[src/rtl/ctmp_pkg.sv]
// ----------------------------------------------------------------------------
// ctmp_pkg
// shared types, codes and helpers of the short-form difference string parser
// ----------------------------------------------------------------------------
`default_nettype none

package ctmp_pkg;

  // queue depths
  localparam int FQ_DEPTH = 4;
  localparam int FQ_AW    = $clog2(FQ_DEPTH);
  localparam int RQ_DEPTH = 4;
  localparam int RQ_AW    = $clog2(RQ_DEPTH);

  // operator codes
  localparam logic [2:0] OP_NONE  = 3'd0;
  localparam logic [2:0] OP_IDENT = 3'd1;
  localparam logic [2:0] OP_SUBST = 3'd2;
  localparam logic [2:0] OP_INS   = 3'd3;
  localparam logic [2:0] OP_DEL   = 3'd4;
  localparam logic [2:0] OP_UNSUP = 3'd5;

  // record kinds
  localparam logic [1:0] KIND_SUBST = 2'd0;
  localparam logic [1:0] KIND_INS   = 2'd1;
  localparam logic [1:0] KIND_DEL   = 2'd2;
  localparam logic [1:0] KIND_END   = 2'd3;

  // end status codes
  localparam logic [1:0] ST_OK        = 2'd0;
  localparam logic [1:0] ST_UNSUP     = 2'd1;
  localparam logic [1:0] ST_MALFORMED = 2'd2;

  // substitution base count
  localparam logic [1:0] SEG_NONE = 2'd0;
  localparam logic [1:0] SEG_ONE  = 2'd1;
  localparam logic [1:0] SEG_TWO  = 2'd2;

  // characters
  localparam logic [7:0] CH_COLON = 8'h3A;
  localparam logic [7:0] CH_EQUAL = 8'h3D;
  localparam logic [7:0] CH_STAR  = 8'h2A;
  localparam logic [7:0] CH_PLUS  = 8'h2B;
  localparam logic [7:0] CH_MINUS = 8'h2D;
  localparam logic [7:0] CH_TILDE = 8'h7E;
  localparam logic [7:0] CH_ZERO  = 8'h30;
  localparam logic [7:0] CH_NINE  = 8'h39;
  localparam logic [7:0] CH_LOW_A = 8'h61;
  localparam logic [7:0] CH_LOW_Z = 8'h7A;
  localparam logic [7:0] CASE_GAP = 8'h20;

  localparam logic [35:0] RUN_BASE = 36'd10;

  // input request
  typedef struct packed {
    logic [7:0] character;
    logic       end_of_string;
  } in_t;

  // result record
  typedef struct packed {
    logic [1:0]  record_kind;
    logic [31:0] ref_position;
    logic [7:0]  read_letter;
    logic [7:0]  ref_letter;
    logic [1:0]  parse_status;
    logic        last_record;
  } out_t;

  // classified character
  typedef struct packed {
    logic [2:0] oc;
    logic       is_digit;
    logic [3:0] digit;
    logic [7:0] letter;
    logic       eos;
  } class_t;

  // front to back feed
  typedef struct packed {
    logic   valid;
    class_t item;
  } feed_t;

  // back to result queue write
  typedef struct packed {
    logic [1:0] num;
    out_t       first;
    out_t       second;
  } wr_t;

  function automatic logic [2:0] op_code(input logic [7:0] c);
    logic [2:0] r;
    case (c)
      CH_COLON: r = OP_IDENT;
      CH_STAR:  r = OP_SUBST;
      CH_PLUS:  r = OP_INS;
      CH_MINUS: r = OP_DEL;
      CH_EQUAL: r = OP_UNSUP;
      CH_TILDE: r = OP_UNSUP;
      default:  r = OP_NONE;
    endcase
    return r;
  endfunction

  function automatic logic [7:0] upcase(input logic [7:0] c);
    logic [7:0] r;
    if (c >= CH_LOW_A && c <= CH_LOW_Z) begin
      r = c - CASE_GAP;
    end else begin
      r = c;
    end
    return r;
  endfunction

endpackage

`default_nettype wire

[src/rtl/ctmp_front.sv]
// ----------------------------------------------------------------------------
// ctmp_front
// classifies each character and holds it in a short queue for the back end
// ----------------------------------------------------------------------------
`default_nettype none

module ctmp_front (
  input  wire logic           clk,
  input  wire logic           rst,
  input  wire logic           push,
  output logic                full,
  input  wire ctmp_pkg::in_t  item,
  output ctmp_pkg::feed_t     feed,
  input  wire logic           take
);

  ctmp_pkg::class_t          entries [ctmp_pkg::FQ_DEPTH];
  logic [ctmp_pkg::FQ_AW-1:0] wp;
  logic [ctmp_pkg::FQ_AW-1:0] rp;
  logic [ctmp_pkg::FQ_AW:0]   count;
  ctmp_pkg::class_t          cls;
  logic                      wr_en;
  logic                      rd_en;
  logic [7:0]                diff;

  // classify the incoming character
  always_comb begin
    diff         = item.character - ctmp_pkg::CH_ZERO;
    cls.oc       = ctmp_pkg::op_code(item.character);
    cls.is_digit = (item.character >= ctmp_pkg::CH_ZERO) &&
                   (item.character <= ctmp_pkg::CH_NINE);
    cls.digit    = diff[3:0];
    cls.letter   = ctmp_pkg::upcase(item.character);
    cls.eos      = item.end_of_string;
  end

  assign full  = (count == (ctmp_pkg::FQ_AW+1)'(ctmp_pkg::FQ_DEPTH));
  assign wr_en = push && !full;
  assign rd_en = take && feed.valid;

  assign feed.valid = (count != '0);
  assign feed.item  = entries[rp];

  // queue storage
  always_ff @(posedge clk) begin
    if (wr_en) begin
      entries[wp] <= cls;
    end
  end

  // queue pointers
  always_ff @(posedge clk) begin
    if (rst) begin
      wp    <= '0;
      rp    <= '0;
      count <= '0;
    end else begin
      if (wr_en) begin
        wp <= wp + 1'b1;
      end
      if (rd_en) begin
        rp <= rp + 1'b1;
      end
      case ({wr_en, rd_en})
        2'b10:   count <= count + 1'b1;
        2'b01:   count <= count - 1'b1;
        default: count <= count;
      endcase
    end
  end

  // checks
  a_count_bound: assert property (@(posedge clk) disable iff (rst)
    count <= (ctmp_pkg::FQ_AW+1)'(ctmp_pkg::FQ_DEPTH))
    else $error("front queue over depth");
  a_take_valid: assert property (@(posedge clk) disable iff (rst)
    rd_en && !wr_en |=> count == $past(count) - 1'b1)
    else $error("front queue count slip on read");
  a_fill: assert property (@(posedge clk) disable iff (rst)
    wr_en && !rd_en |=> count == $past(count) + 1'b1)
    else $error("front queue count slip on write");

endmodule

`default_nettype wire

[src/rtl/ctmp_back.sv]
// ----------------------------------------------------------------------------
// ctmp_back
// segment state machine: tracks operator, runs and position, builds records
// ----------------------------------------------------------------------------
`default_nettype none

module ctmp_back (
  input  wire logic             clk,
  input  wire logic             rst,
  input  wire ctmp_pkg::feed_t  feed,
  output logic                  take,
  input  wire logic             room,
  output ctmp_pkg::wr_t         wr
);

  logic [2:0]  op;
  logic [1:0]  seg;
  logic [7:0]  held;
  logic [31:0] acc;
  logic [31:0] off;
  logic [1:0]  err;

  logic [2:0]  op_next;
  logic [1:0]  seg_next;
  logic [7:0]  held_next;
  logic [31:0] acc_next;
  logic [31:0] off_next;
  logic [1:0]  err_next;

  logic [31:0]      adv;
  logic [31:0]      off_m;
  logic [35:0]      run;
  logic             emit;
  ctmp_pkg::out_t   mut;
  ctmp_pkg::out_t   fin;
  ctmp_pkg::class_t it;

  assign it   = feed.item;
  assign take = feed.valid && room;

  // decimal run step: acc * 10 + digit
  assign run = {4'b0, acc} * ctmp_pkg::RUN_BASE + 36'(it.digit);

  // per character update
  always_comb begin
    op_next   = op;
    seg_next  = seg;
    held_next = held;
    acc_next  = acc;
    err_next  = err;
    adv       = '0;
    emit      = 1'b0;
    mut       = '0;
    if (err == ctmp_pkg::ST_OK) begin
      if (it.oc != ctmp_pkg::OP_NONE) begin
        // operator closes the open segment
        if (op == ctmp_pkg::OP_SUBST && seg == ctmp_pkg::SEG_ONE) begin
          err_next = ctmp_pkg::ST_MALFORMED;
        end
        if (op == ctmp_pkg::OP_IDENT) begin
          adv = acc;
        end
        op_next   = it.oc;
        seg_next  = ctmp_pkg::SEG_NONE;
        held_next = '0;
        acc_next  = '0;
      end else begin
        case (op)
          ctmp_pkg::OP_IDENT: begin
            if (!it.is_digit || run[35:32] != 4'd0) begin
              err_next = ctmp_pkg::ST_MALFORMED;
            end else begin
              acc_next = run[31:0];
              // run closed by end of string
              if (it.eos) begin
                adv = run[31:0];
              end
            end
          end
          ctmp_pkg::OP_SUBST: begin
            if (seg == ctmp_pkg::SEG_NONE) begin
              held_next = it.letter;
              seg_next  = ctmp_pkg::SEG_ONE;
            end else if (seg == ctmp_pkg::SEG_ONE) begin
              emit             = 1'b1;
              mut.record_kind  = ctmp_pkg::KIND_SUBST;
              mut.ref_position = off;
              mut.read_letter  = it.letter;
              mut.ref_letter   = held;
              adv              = 32'd1;
              seg_next         = ctmp_pkg::SEG_TWO;
            end else begin
              err_next = ctmp_pkg::ST_MALFORMED;
            end
          end
          ctmp_pkg::OP_INS: begin
            emit             = 1'b1;
            mut.record_kind  = ctmp_pkg::KIND_INS;
            mut.ref_position = off;
            mut.read_letter  = it.letter;
          end
          ctmp_pkg::OP_DEL: begin
            emit             = 1'b1;
            mut.record_kind  = ctmp_pkg::KIND_DEL;
            mut.ref_position = off;
            mut.ref_letter   = it.letter;
            adv              = 32'd1;
          end
          ctmp_pkg::OP_UNSUP: begin
            err_next = ctmp_pkg::ST_UNSUP;
          end
          default: begin
            err_next = ctmp_pkg::ST_MALFORMED;
          end
        endcase
      end
    end
    off_m = off + adv;

    // end of string: lone substitution base is malformed
    if (it.eos && err_next == ctmp_pkg::ST_OK &&
        op_next == ctmp_pkg::OP_SUBST && seg_next == ctmp_pkg::SEG_ONE) begin
      err_next = ctmp_pkg::ST_MALFORMED;
    end

    fin              = '0;
    fin.record_kind  = ctmp_pkg::KIND_END;
    fin.ref_position = off_m;
    fin.parse_status = err_next;
    fin.last_record  = 1'b1;
    off_next         = off_m;

    // records to the result queue
    wr = '0;
    if (take) begin
      if (emit && it.eos) begin
        wr.num    = 2'd2;
        wr.first  = mut;
        wr.second = fin;
      end else if (emit) begin
        wr.num   = 2'd1;
        wr.first = mut;
      end else if (it.eos) begin
        wr.num   = 2'd1;
        wr.first = fin;
      end
    end
  end

  // state registers, cleared after each string
  always_ff @(posedge clk) begin
    if (rst) begin
      op   <= ctmp_pkg::OP_NONE;
      seg  <= ctmp_pkg::SEG_NONE;
      held <= '0;
      acc  <= '0;
      off  <= '0;
      err  <= ctmp_pkg::ST_OK;
    end else if (take) begin
      if (it.eos) begin
        op   <= ctmp_pkg::OP_NONE;
        seg  <= ctmp_pkg::SEG_NONE;
        held <= '0;
        acc  <= '0;
        off  <= '0;
        err  <= ctmp_pkg::ST_OK;
      end else begin
        op   <= op_next;
        seg  <= seg_next;
        held <= held_next;
        acc  <= acc_next;
        off  <= off_next;
        err  <= err_next;
      end
    end
  end

  // checks
  a_end_clears: assert property (@(posedge clk) disable iff (rst)
    take && it.eos |=> op == ctmp_pkg::OP_NONE && off == '0 && err == ctmp_pkg::ST_OK)
    else $error("state not cleared after end of string");
  a_err_holds: assert property (@(posedge clk) disable iff (rst)
    !take |=> $stable(err) && $stable(off))
    else $error("state moved with no request taken");
  a_pair_is_end: assert property (@(posedge clk) disable iff (rst)
    wr.num == 2'd2 |-> wr.second.last_record && !wr.first.last_record)
    else $error("record pair without end record second");
  a_write_needs_take: assert property (@(posedge clk) disable iff (rst)
    wr.num != 2'd0 |-> take)
    else $error("record written without a request");

endmodule

`default_nettype wire

[src/rtl/ctmp_result_queue.sv]
// ----------------------------------------------------------------------------
// ctmp_result_queue
// result queue taking up to two records a cycle, one out a cycle
// ----------------------------------------------------------------------------
`default_nettype none

module ctmp_result_queue (
  input  wire logic           clk,
  input  wire logic           rst,
  input  wire ctmp_pkg::wr_t  wr,
  output logic                room,
  output logic                empty,
  input  wire logic           pop,
  output ctmp_pkg::out_t      result
);

  ctmp_pkg::out_t             entries [ctmp_pkg::RQ_DEPTH];
  logic [ctmp_pkg::RQ_AW-1:0] wp;
  logic [ctmp_pkg::RQ_AW-1:0] wp_one;
  logic [ctmp_pkg::RQ_AW-1:0] rp;
  logic [ctmp_pkg::RQ_AW:0]   count;
  logic [ctmp_pkg::RQ_AW:0]   count_next;
  logic                       rd_en;

  assign empty  = (count == '0);
  assign rd_en  = pop && !empty;
  assign result = entries[rp];
  assign wp_one = wp + 1'b1;

  // space for a full pair from the back end
  assign room = (count <= (ctmp_pkg::RQ_AW+1)'(ctmp_pkg::RQ_DEPTH - 2));

  assign count_next = count + (ctmp_pkg::RQ_AW+1)'(wr.num) -
                      (ctmp_pkg::RQ_AW+1)'(rd_en);

  // storage
  always_ff @(posedge clk) begin
    if (wr.num != 2'd0) begin
      entries[wp] <= wr.first;
    end
    if (wr.num == 2'd2) begin
      entries[wp_one] <= wr.second;
    end
  end

  // pointers
  always_ff @(posedge clk) begin
    if (rst) begin
      wp    <= '0;
      rp    <= '0;
      count <= '0;
    end else begin
      wp    <= wp + ctmp_pkg::RQ_AW'(wr.num);
      if (rd_en) begin
        rp <= rp + 1'b1;
      end
      count <= count_next;
    end
  end

  // checks
  a_bound: assert property (@(posedge clk) disable iff (rst)
    count <= (ctmp_pkg::RQ_AW+1)'(ctmp_pkg::RQ_DEPTH))
    else $error("result queue over depth");
  a_no_overrun: assert property (@(posedge clk) disable iff (rst)
    wr.num != 2'd0 |-> room)
    else $error("result written without room");
  a_ptr_gap: assert property (@(posedge clk) disable iff (rst)
    count != (ctmp_pkg::RQ_AW+1)'(ctmp_pkg::RQ_DEPTH) |->
      (ctmp_pkg::RQ_AW)'(wp - rp) == count[ctmp_pkg::RQ_AW-1:0])
    else $error("result queue pointers disagree with count");

endmodule

`default_nettype wire

[src/rtl/cs_tag_mutation_parser_unit.sv]
// A character is registered in the front queue and, once the back end takes it, its records in the result queue.
// Throughput: one character per cycle while the result queue has room, set by the segment update in the back end.
// A final character that also closes a mutation gives two records, drained at one per cycle.
// Reset (rst, synchronous, active high) empties both queues and clears the parser state.
// ----------------------------------------------------------------------------
// cs_tag_mutation_parser_unit
// short-form difference string parser: classify front, segment back, result queue
// ----------------------------------------------------------------------------
`default_nettype none

module cs_tag_mutation_parser_unit (
  input  wire logic           clk,
  input  wire logic           rst,
  input  wire logic           push,
  output logic                full,
  input  wire ctmp_pkg::in_t  item,
  output logic                empty,
  input  wire logic           pop,
  output ctmp_pkg::out_t      result
);

  ctmp_pkg::feed_t feed;
  ctmp_pkg::wr_t   wr;
  logic            take;
  logic            room;

  // character classification and request queue
  ctmp_front u_front (
    .clk  (clk),
    .rst  (rst),
    .push (push),
    .full (full),
    .item (item),
    .feed (feed),
    .take (take)
  );

  // segment state machine
  ctmp_back u_back (
    .clk  (clk),
    .rst  (rst),
    .feed (feed),
    .take (take),
    .room (room),
    .wr   (wr)
  );

  // result records
  ctmp_result_queue u_result_queue (
    .clk    (clk),
    .rst    (rst),
    .wr     (wr),
    .room   (room),
    .empty  (empty),
    .pop    (pop),
    .result (result)
  );

endmodule

`default_nettype wire
[config.mk]
export PLATFORM = sky130hd
export DESIGN_NAME = cs_tag_mutation_parser_unit
export DESIGN_NICKNAME = d
export VERILOG_FILES = /design/src/rtl/ctmp_pkg.sv /design/src/rtl/ctmp_front.sv /design/src/rtl/ctmp_back.sv /design/src/rtl/ctmp_result_queue.sv /design/src/rtl/cs_tag_mutation_parser_unit.sv
export SDC_FILE = /design/constraint.sdc
export NUM_CORES = 1
export LEC_CHECK = 0
export ABC_AREA = 1
export BUFFER_PORTS_ARGS = -buffer_cell sky130_fd_sc_hd__buf_4
export CORE_ASPECT_RATIO = 1.2
export CORE_MARGIN = 3
export CORE_UTILIZATION = 64
export DETAILED_ROUTE_END_ITERATION = 10
export GPL_TIMING_DRIVEN = 0
export PLACE_DENSITY = 0.81
export RECOVER_POWER = 50
export SLEW_MARGIN = 20
export SYNTH_ARGS = -nofsm -noshare
export SYNTH_HDL_FRONTEND = slang
export SYNTH_HIERARCHICAL = 1
export SYNTH_SLANG_ARGS = --single-unit
export TNS_END_PERCENT = 5
[constraint.sdc]
create_clock -name clk -period 8 [get_ports clk]
set_clock_uncertainty 0.1 [all_clocks]
set_input_delay 0.4 -clock clk [delete_from_list [all_inputs] [get_ports clk]]
set_output_delay 0.4 -clock clk [all_outputs]
set_load 0.01 [all_outputs]
==> results.rst <==
.. list-table::
   :header-rows: 1

   * - Metric
     - Value
   * - Total non-filler cell area in the finished layout
     - 0.0262 mm²
   * - Number of flops mapped to enable cells by yosys
     - 264
   * - Core occupancy in the finished layout
     - 71.8%
   * - Die X-Extent
     - 182 µm
   * - Critical-path maximum fanout
     - 10
   * - Type of destination of the critical path
     - register
   * - Avg WL per Cell
     - 18.8 µm
   * - Total count of max-transition violations in the final report
     - 11
   * - Largest stage delay on the critical path
     - 0.36 ns
   * - Count of buffers inserted at the top-level ports
     - 67
   * - Diodes inserted
     - 0
   * - Pwr per Cell Area
     - 324 mW/mm²
   * - Synth-to-Final Area Change
     - 9.34%
   * - Final weighted congestion in routability-driven placement
     - 0.974
   * - Outcome
     - finished, violations left
   * - Static leakage power
     - 10.3 nW
   * - Clock buffer count from CTS
     - 36
   * - Count of cell types in the netlist
     - 57
   * - VDD IR-drop max
     - 0.000173 V
   * - Async S/R FF share, synth
     - 0%
   * - Max Clock Freq
     - 132 MHz
   * - H-tree depth
     - 2
   * - Relative max-transition margin
     - -7.52%
   * - Violated checks
     - max-capacitance violations, max-slew violations
   * - Half-perimeter wire length after detailed placement
     - 54400 µm
   * - Clock transition at the registers of the reported paths
     - 0.06 ns
   * - Startpoint kind of the worst setup timing path
     - register
   * - Placed cell areas
     - 0.0252 mm²
   * - Worst-case clock buffer depth
     - 3
   * - Cell type with the highest aggregate area in the netlist
     - edfxtp_1
   * - First-pass GRT wire length
     - 115000 µm
   * - Vertical extent of the die
     - 218 µm
   * - Cell with the most instances after synthesis
     - nand2_1
   * - Number of warnings issued by yosys
     - 6
   * - Reg-to-reg setup timing slack
     - 0.40 ns
   * - Path type of the worst min-delay path
     - in2reg
   * - Standard-cell rows
     - 76
   * - Layout cell share with drive strength beyond 1
     - 5.67%
   * - Antenna violation net count after detailed routing
     - 0
   * - Via/cell ratio
     - 6.01
   * - Clock root cell
     - clkbuf_16
   * - Die footprint
     - 0.0397 mm²
   * - Worst Max-Slew Pin Slew
     - 1.60 ns
   * - CP Class
     - reg2reg
   * - Post-layout min period
     - 7.60 ns
   * - Number of instances in the synthesized netlist
     - 3205
   * - Number of violations of the max-capacitance limit
     - 1
   * - Synthesis-stage register bit count
     - 361
   * - CTS tree
     - yes
   * - Iteration-0 DRC Markers
     - 2455
   * - Total DRC errors in the routed layout
     - 0
   * - Pin count of the biggest net entering global routing
     - 52
   * - Prevailing post-synth register cell
     - edfxtp_1
   * - Number of nets in the layout
     - 3470
   * - Most numerous cell on the critical path
     - nand2_1
   * - Total Wirelength
     - 72000 µm
   * - Via count
     - 23100
   * - Core area
     - 0.0364 mm²
   * - Final number of setup-violating endpoints
     - 0
   * - Worst EP arrival
     - 7.75 ns
   * - Initial Util
     - 65.7%
   * - Netlist area before placement
     - 0.0239 mm²
   * - Initial DRT Pass Iterations
     - 8
   * - Worst-path cell with the longest stage delay
     - ha_1
   * - Ranking of synthesized cells by instance count
     - nand2_1 (809), nor2_1 (361), inv_1 (354), o21ai_0 (301), edfxtp_1 (264)
   * - Total number of clock tree sinks
     - 361
   * - Area contributors post-synth
     - edfxtp_1 (33%), nand2_1 (13%), dfxtp_1 (8.1%)
   * - Syn_area_per_cell
     - 7.46 µm²
   * - Antenna violations before repair
     - 0
   * - Hold Fails Final Rpt
     - 0
   * - Share of the yosys chip area belonging to registers
     - 41.3%
   * - Later-pin clock latency in the skew report
     - 0.54 ns
   * - Post-route clock period utilization
     - 94.9%
   * - Total routing usage reported by global routing
     - 35.8%
   * - Gr ovfl total
     - 0
   * - Vias in the first global route
     - 22700
   * - Top Ports
     - 68
   * - Required time of the critical path
     - 8.16 ns
   * - Share of the synthesized area in the top cell type
     - 33.1%
-- area by class of cell --
| class | instances | area, µm² |
|---|---|---|
| Multi-Input combinational cell | 2320 | 11800 |
| Fill cell | 2973 | 10300 |
| Sequential cell | 361 | 9870 |
| Inverter | 371 | 1400 |
| Clock buffer | 47 | 995 |
| Buffer | 168 | 845 |
| Tap cell | 468 | 586 |
| Timing Repair Buffer | 83 | 477 |
| Clock inverter | 19 | 229 |
-- cells by family (layout without fill, tap and decap cells) --
family,after synthesis,count (layout),synth area share [%]
adder cells (fa/ha/maj),116,116,6.22
XOR/XNOR,52,52,1.90
AND/OR/NAND/NOR,1436,1436,24.7
AO/OA/AOI/OAI,700,700,16.1
buffers and inverters,539,688,9.71
other,1,16,0.0157
flip-flops,361,361,41.3
-- worst max-delay path: cells and delay by family (launching register included) --
| family | cells | cell delay, ns |
|---|---|---|
| compound gates | 13 | 2.46 |
| fa+ha+maj | 3 | 0.80 |
| buf+inv | 5 | 0.75 |
| flops | 1 | 0.33 |
| simple gates | 21 | 2.88 |
-- layout by cell type, fill, tap and decap left out, types with 65 or more instances in the layout --
master / n
dfxtp_1: 95
nand3_1: 181
o21ai_0: 308
clkbuf_1: 179
o21ai_1: 65
inv_1: 356
nor2_1: 362
o22ai_1: 100
ha_1: 111
nand2_1: 814
a21oi_1: 141
edfxtp_1: 264
-- state kept, by name (all words and copies together) (netlist names), named ones only --
register / count
u_result_queue/entries: 212
u_front/entries: 52
u_back/acc: 32
u_back/off: 32
u_back/held: 8
u_back/op: 3
u_front/count: 3
u_result_queue/count: 3
u_back/err: 2
u_back/seg: 2
u_front/rp: 2
u_front/wp: 2
u_result_queue/rp: 2
u_result_queue/wp: 2
-- through the flow --
step	setup WS (ns)	power [mW]	hold slack (ns)	std cells	setup TNS (ns)
after global routing	-0.0247	9.02	0.0284	3837	-0.0278
final	0.405	8.47	0.0200	3837	0
after global placement	-2.99	6.62	0.353	3755	-172.72
after detailed placement	-0.819	6.77	0.357	3762	-23.30
after floorplan	0.650	5.44	0.342	3220	0
after CTS	0.0180	8.57	0.00509	3834	0
-- path summary, 6_finish.rpt --
kind / cells after the start / endpoint / from
max: 42 / u_result_queue/entries[1][42]$_DFFE_PP_ / register
min: 2 / u_result_queue/count[1]$_SDFF_PP0_ / rst
max reg2reg: 42 / u_result_queue/entries[1][42]$_DFFE_PP_ / register
min reg2reg: 1 / u_front/count[0]$_SDFFE_PP0P_ / u_front/count[0]$_SDFFE_PP0P_
-- where the power goes --
| part | switching (mW) | internal [mW] | total, mW |
|---|---|---|---|
| Clock | 0.724 | 1.04 | 1.77 |
| Combinational | 2.80 | 1.30 | 4.10 |
| Sequential | 0.186 | 2.41 | 2.60 |
| Total | 3.71 | 4.76 | 8.47 |
-- timing repair --
| item | 4_1_cts | 5_1_grt |
|---|---|---|
| endpoints found under the hold margin | 12 | 0 |
| setup endpoints to repair | 68 | 79 |
| hold buffers | 3 | 0 |
| pin swaps | 1 | 5 |
| buffers inserted | 3 | 3 |
| gates resized for setup | 11 | 20 |
-- layer usage --
layer  part of all wire, %  track usage, %
met1                    36            42.2
met2                    49            63.3
met3                   8.6            4.02
met4                   6.2            20.2
met5                     0               0
(Power assumes the default switching activity.)
